[src/bhpq_ram.sv]
module bhpq_ram #(
    parameter int WIDTH = 8,
    parameter int DEPTH = 16
) (
    input  logic                     i_clk,
    input  logic                     i_we,
    input  logic [$clog2(DEPTH)-1:0] i_waddr,
    input  logic [WIDTH-1:0]         i_wdata,
    input  logic                     i_re,
    input  logic [$clog2(DEPTH)-1:0] i_raddr,
    output logic [WIDTH-1:0]         o_rdata
);

    logic [WIDTH-1:0] r_mem [DEPTH];
    logic [WIDTH-1:0] r_rdata;

    always_ff @(posedge i_clk) begin
        if (i_we) begin
            r_mem[i_waddr] <= i_wdata;
        end
        if (i_re) begin
            r_rdata <= r_mem[i_raddr];
        end
    end

    assign o_rdata = r_rdata;

endmodule
[config.mk]
export PLATFORM = sky130hd
export DESIGN_NAME = bhpq_ram
export DESIGN_NICKNAME = d
export VERILOG_FILES = /design/src/bhpq_ram.sv
export SDC_FILE = /design/constraint.sdc
export NUM_CORES = 1
export LEC_CHECK = 0
export ABC_AREA = 1
export BUFFER_PORTS_ARGS = -buffer_cell sky130_fd_sc_hd__buf_2
export CORE_UTILIZATION = 40
export DETAILED_ROUTE_END_ITERATION = 10
export GPL_TIMING_DRIVEN = 0
export PLACE_DENSITY = 0.66
export REMOVE_ABC_BUFFERS = 1
export SYNTH_ARGS = -nofsm -noshare
export SYNTH_HDL_FRONTEND = slang
export SYNTH_SLANG_ARGS = --single-unit
[constraint.sdc]
create_clock -name i_clk -period 2.3 [get_ports i_clk]
set_input_delay 0.46 -clock i_clk [delete_from_list [all_inputs] [get_ports i_clk]]
set_output_delay 0.46 -clock i_clk [all_outputs]
set_load 0.01 [all_outputs]
# Yosys cells after proc, flatten, opt, wreduce, memory -nomap -nowiden
# Memory sizes are Yosys's and may differ from the RTL's. A register that Yosys moved wholly into a read port is not among the register bits.
# Index checks and enable logic that the tools add are counted.
[word_totals] memories=1 ff_bits=0 ram_bits=128 input_bits=19 output_inout_bits=8 elab_cells=3
[mem_list] name="r_mem" words=16 width=8 rd=1 rd_ports_with_merged_regs=1 write_ports=1 line_no="14" rtl="logic [WIDTH-1:0] r_mem [DEPTH];"
[classes] muxes=2
[op_table] op="$mux W1" count=2

# Depth between registers and ports, before layout
# Gate-level depths: netlist of the first run.
[logic_depth] word_depth=2 mapped_depth=8 ltp_nobuf=7

# Worst setup path after synthesis of the first run
# OpenSTA, ideal clock, no wires.
[synth_path] path_type="input to register" from="input port i_waddr[2]" to="memory r_mem[10][0] (enable)" path_slack_ps=889 path_buffers=0 t_required_ps=1930 cell_stages=2 setup_ps=370 arrival_time_ps=1041 path_cell_list="nand3b_1 -> nor2_1"
[synth_lines] item="from (decl)" line_no="7" rtl="input logic [$clog2(DEPTH)-1:0] i_waddr,"
[synth_lines] item="to (decl)" line_no="14"
# Straight into the memory's write port.

==> results.toml, run 1 <==
[synth]
syn-cell-area_sq_mm = 0.00585
synth_cell_types = 11
synth_area_per_cell_sq_um = 10.6
postSynthCellCount = 551
synth_seq_area_share_pct = 69.8
yosys_register_bits = 136
yosys_warnings = 0

[sta]
setup_viol = 0
hold_violations = 0
maxSlewViolCount = 0
final.setup_skew_ns = 0.00620
finalSetupTns_ns = 0
relSlewSlack_pct = 38.7
period_share_pct = 88.8
fmax_mhz = 490
max_slew.worst_pin.slew_ns = 0.916
rsz0062_at_grt = "false"
fin_crit_ns = 2.04
layout_setup_ws_ns = 0.257

[routing]
initialDrtViolationCount = 340
ant_nets = 0
wl_per_cell_um = 16.0
drt-total-wl_um = 12200
vias = 3669
viasPerCell = 4.81
drc_errors = 0
dr.pass1.iters = 5

[finish]
fill_cells = 1308
fin_util_pct = 46.4
final_cells = 762
synthToLayoutAreaGrowth_pct = 11.9
drive_above_1_share_pct = 8.42
mostFrequentLayoutCell = "nand2_1"
regArea_sq_mm = 0.00408
fin_nets = 591
diodes = 0
multi_input_area_sq_mm = 0.00121
final_cell_mix = "173 x nand2_1, 136 x edfxtp_1, 100 x inv_1"

[power]
power_w = 0.00547
leakage_nw = 2.78
peakVddDrop_v = 0.000522
powerDensity_mw_per_mm2 = 836

[setup_path]
critPathArrivalTime_ns = 2.20
crit_path_start_kind = "primary input"
crit_type = "primary input to register"
crit_fanout = 33
end_kind = "register"
critPathRequiredTime_ns = 2.45

[clocking]
htree_levels = 4
path_clk_slew_ns = 0.05
cts_tree = "yes"
clock_latency_ns = 0.41
cts_buffers = 17
clock_path_buffers = 2
ctsRootBufferMaster = "clkbuf_16"
clock-sinks = 136
post-cts-setup-buffer-count = 0

[floorplan]
die-area_sq_mm = 0.0151
boundaryPins = 27
core_sq_mm = 0.0141
die_h_um = 123
start_util_pct = 41.5
die_w_um = 123
rows = 43

[placement]
place_inst = 733
port_buffers = 26
gp_congestion = 0.793
dp_slack_ns = -0.848
dp_hpwl_um = 7070

[job]
cap_violations = 0

[grt]
antenna_found_initial = 0
grt_pass1_wl_um = 19400
grt.overflow.total = 0
grt_pass1_vias = 3692
grt_max_degree = 66
grtUsageTotal_pct = 18.4

[outcome]
outcome = "completed"

[hold_path]
holdCritPathClass = "primary input to register"
flip-flops by register name, summed over array words and instances, names as in the netlist:
signal,cells
o_rdata,8
r_mem,128
kinds of logic (layout without fill, tap and decap cells):
group,count (synthesis),in the layout,synth area share (%)
buffers and inverters,126,157,9.39
flip-flops,136,136,69.8
AND/OR/NAND/NOR,289,289,20.8
power breakdown:
group	leakage, nW	total [W]	internal, W	switching, W
Combinational	1.30	0.000320	0.0000840	0.000236
Clock	0.246	0.00234	0.00144	0.000898
Sequential	1.24	0.00281	0.00280	0.0000124
critical path, cell delays in order:
cell     delay (ns)
buf_2          0.58
inv_2          0.49
nand3_1        0.20
nand3_1        0.16
nand3_1        0.17
nand2_1        0.11
synthesized netlist by cell type:
cell,instances,area (sq um)
inv_2,2,7.51
nand3_1,97,485
edfxtp_1,136,4080
buf_6,6,67.6
buf_2,13,65.1
buf_1,1,3.75
nand3b_1,2,15.0
nand2_1,173,649
inv_1,100,375
nor2_1,17,63.8
buf_4,4,30.0
what timing repair did:
action                                  4_1_cts  5_1_grt
gates cloned                                  0        0
resized for setup                             1        2
endpoints found under the setup margin        8        8
pin swaps                                     0        0
hold buffers                                  0        0
layout make-up:
type | instances | share of cell area [%]
Timing Repair Buffer | 26 | 2.03
Tap cell | 180 | 3.44
Sequential cell | 136 | 62.4
Multi-Input combinational cell | 289 | 18.6
Inverter | 102 | 5.89
Clock inverter | 7 | 0.861
Clock buffer | 22 | 6.79
path summary, 6_finish.rpt:
check / startpoint / end / slack [ns] / depth (start not counted)
max reg2reg: r_mem[4][4]$_DFFE_PP_ / o_rdata[4]$_DFFE_PP_ / 1.03 / 6
max: i_raddr[1] / o_rdata[4]$_DFFE_PP_ / 0.26 / 6
min: i_re / o_rdata[0]$_DFFE_PP_ / 0.38 / 1
min reg2reg: r_mem[11][7]$_DFFE_PP_ / o_rdata[7]$_DFFE_PP_ / 0.76 / 6
layer usage:
metal,routed length [um],vias to the layer above,global-route usage [%]
met5,0,-,0
met2,5920,116,29.5
met3,897,13,5.35
met1,5150,1715,23.2
met4,190,0,8.38
li1,-,1825,-
stage by stage:
stage	cell area [sq um]	hold slack, ns
4_1_cts	6540	0.378
3_5_place_dp	6040	0.752
2_1_floorplan	5680	0.559
3_3_place_gp	6040	0.737
6_report	6540	0.380
5_1_grt	6540	0.375
Note: power is estimated with default switching activity, not from simulation.
==> run 2, diff against run 1 <==
--- a/config.mk
+++ b/config.mk
@@ -10,7 +10,6 @@
 export CORE_UTILIZATION = 40
 export DETAILED_ROUTE_END_ITERATION = 10
 export GPL_TIMING_DRIVEN = 0
-export PLACE_DENSITY = 0.66
 export REMOVE_ABC_BUFFERS = 1
 export SYNTH_ARGS = -nofsm -noshare
 export SYNTH_HDL_FRONTEND = slang
==> results.toml, run 2 (same netlist as run 1, synthesis figures left out) <==
[outcome]
outcome = "completed"

[setup_path]
critPathArrivalTime_ns = 2.15
cp_num_buf_inv = 2
critPathRequiredTime_ns = 2.44
crit_type = "primary input to register"
cpPeakStageDelay_ns = 0.58
r2r-start = "r_mem[5][3]$_DFFE_PP_"
worstPathCellList = "buf_2, inv_2, nand3_1, nand3_1, nand3_1, nand2_1"
critPathTopFamily = "buffers and inverters"
rrSetupSlack_ns = 1.07
cp_common_cell = "nand3_1"
critPathSlowestCell = "buf_2"
r2r-end = "o_rdata[3]$_DFFE_PP_"
reg2regPathDepth = 6
crit_fanout = 33
crit_path_start_kind = "primary input"
end_kind = "register"

[finish]
drive_above_1_share_pct = 9.74
fill_cells = 1259
synthToLayoutAreaGrowth_pct = 13.4
final_cell_mix = "173 x nand2_1, 136 x edfxtp_1, 100 x inv_1"
mostFrequentLayoutCell = "nand2_1"
largest_reg_flops = 128
diodes = 0
largest-register = "r_mem"
fin_nets = 591

[sta]
rsz0062_at_grt = "false"
setup_viol = 0
relSlewSlack_pct = 25.6
maxSlewViolCount = 0
max_slew.worst_pin.slew_ns = 1.11
hold_violations = 0
period_share_pct = 87.5
layout_setup_ws_ns = 0.288
fmax_mhz = 497
fin_crit_ns = 2.01
final.setup_skew_ns = 0.00516

[grt]
grt_use_met3_pct = 4.01
grt_max_degree = 66
grt.overflow.total = 0
grt_pass1_wl_um = 19200
antenna_found_initial = 0
grt-busiest-layer = "met2"
grt_util_met1_pct = 24.1
grt_pass1_vias = 3625
grtUsageTotal_pct = 17.9
use_met2_pct = 28.3

[routing]
drt-total-wl_um = 12100
initialDrtViolationCount = 471
dr.pass1.iters = 5
vias = 3754
viasPerCell = 4.91
ant_nets = 0
drc_errors = 0
wl_per_cell_um = 15.9

[power]
power_frac_comb_pct = 5.4
p_int_w = 0.00457
power_w = 0.00580
leakage_nw = 2.81
swShare_pct = 21.1
p_switching_w = 0.00122
p_seq_share_pct = 48.4
powerDensity_mw_per_mm2 = 874
peakVddDrop_v = 0.000499
clkPwrFrac_pct = 46.2

[floorplan]
boundaryPins = 27
die_w_um = 123
die_h_um = 123
die-area_sq_mm = 0.0151
rows = 43
start_util_pct = 41.5
core_sq_mm = 0.0141

[clocking]
clock-sinks = 136
ctsRootBufferMaster = "clkbuf_16"
clock_latency_ns = 0.42
htree_levels = 4
cts_tree = "yes"
cts_buffers = 17
post-cts-setup-buffer-count = 0
path_clk_slew_ns = 0.06
clock_path_buffers = 2

[hold_path]
min_to = "o_rdata[1]$_DFFE_PP_"
holdCritPathClass = "primary input to register"
whs_path_depth = 1
min-delay-start = "i_re"

[placement]
gp_congestion = 0.756
dp_hpwl_um = 7050
dp_slack_ns = -0.925
port_buffers = 26

[job]
cap_violations = 0
## run 2: cell count changes in the layout (fill, tap and decap cells not counted)
cell	previous run	this run
clkinv_2	3	4
clkbuf_1	5	2
clkinvlp_4	0	2
bufinv_16	1	3
clkinv_1	3	1
clkinv_4	0	3
## run 2: per-stage QoR
stage	setup TNS, ns	instances	hold WS [ns]	cell area (sq um)	utilization [%]
2_1_floorplan	0	527	0.559	5680	-
3_3_place_gp	-6.82	733	0.740	6040	42.8
3_5_place_dp	-6.88	733	0.740	6040	42.8
4_1_cts	0	765	0.381	6630	47.0
5_1_grt	0	765	0.388	6630	47.0
6_report	0	765	0.381	6630	47.0
## run 2: cell type report
type / instances / area (sq um) / share of cell area, %
flip-flops and latches: 136 / 4080 / 61.6
clock buffers: 19 / 433 / 6.53
inverters: 102 / 385 / 5.81
clock inverters: 13 / 155 / 2.34
repair buffers: 26 / 133 / 2.00
multi-input cells: 289 / 1210 / 18.3
well taps: 180 / 225 / 3.40
## run 2: layer usage
metal | vias to the layer above | routed length [um] | share of wire, %
li1 | 1824 | - | -
met1 | 1772 | 5410 | 45
met2 | 143 | 5750 | 47
met3 | 15 | 804 | 6.6
met4 | 0 | 180 | 1.5
met5 | - | 0 | 0
## run 2: how the worst max path moves through the flow
stage                    start              endpoint  slack [ns]  cells after the start
floorplan           i_raddr[0]  o_rdata[2]$_DFFE_PP_        0.72                      6
global placement    i_raddr[0]  o_rdata[0]$_DFFE_PP_       -0.91                      8
detailed placement  i_raddr[0]  o_rdata[3]$_DFFE_PP_       -0.93                      8
CTS                 i_raddr[0]  o_rdata[3]$_DFFE_PP_        0.04                      7
global route        i_raddr[0]  o_rdata[3]$_DFFE_PP_        0.17                      8
finish              i_raddr[1]  o_rdata[3]$_DFFE_PP_        0.29                      6
## run 2: timing repair
item	in CTS	in global routing
hold buffers	0	0
endpoints found under the setup margin	8	7
gates resized for setup	1	2
## run 2: worst reg2reg max path: stages, from the launching register on
cell and delay [ns]:
edfxtp_1 0.37, inv_1 0.07, nand2_1 0.05, nand3_1 0.11, nand3_1 0.09, nand3_1 0.14
nand2_1 0.13
## run 2: power by group through the flow
stage	registers, W	logic [W]	clock network (W)
floorplan	0.00286	0.000150	0
global placement	0.00285	0.000308	0
detailed placement	0.00286	0.000314	0
CTS	0.00281	0.000315	0.00270
global route	0.00281	0.000353	0.00280
finish	0.00281	0.000312	0.00268
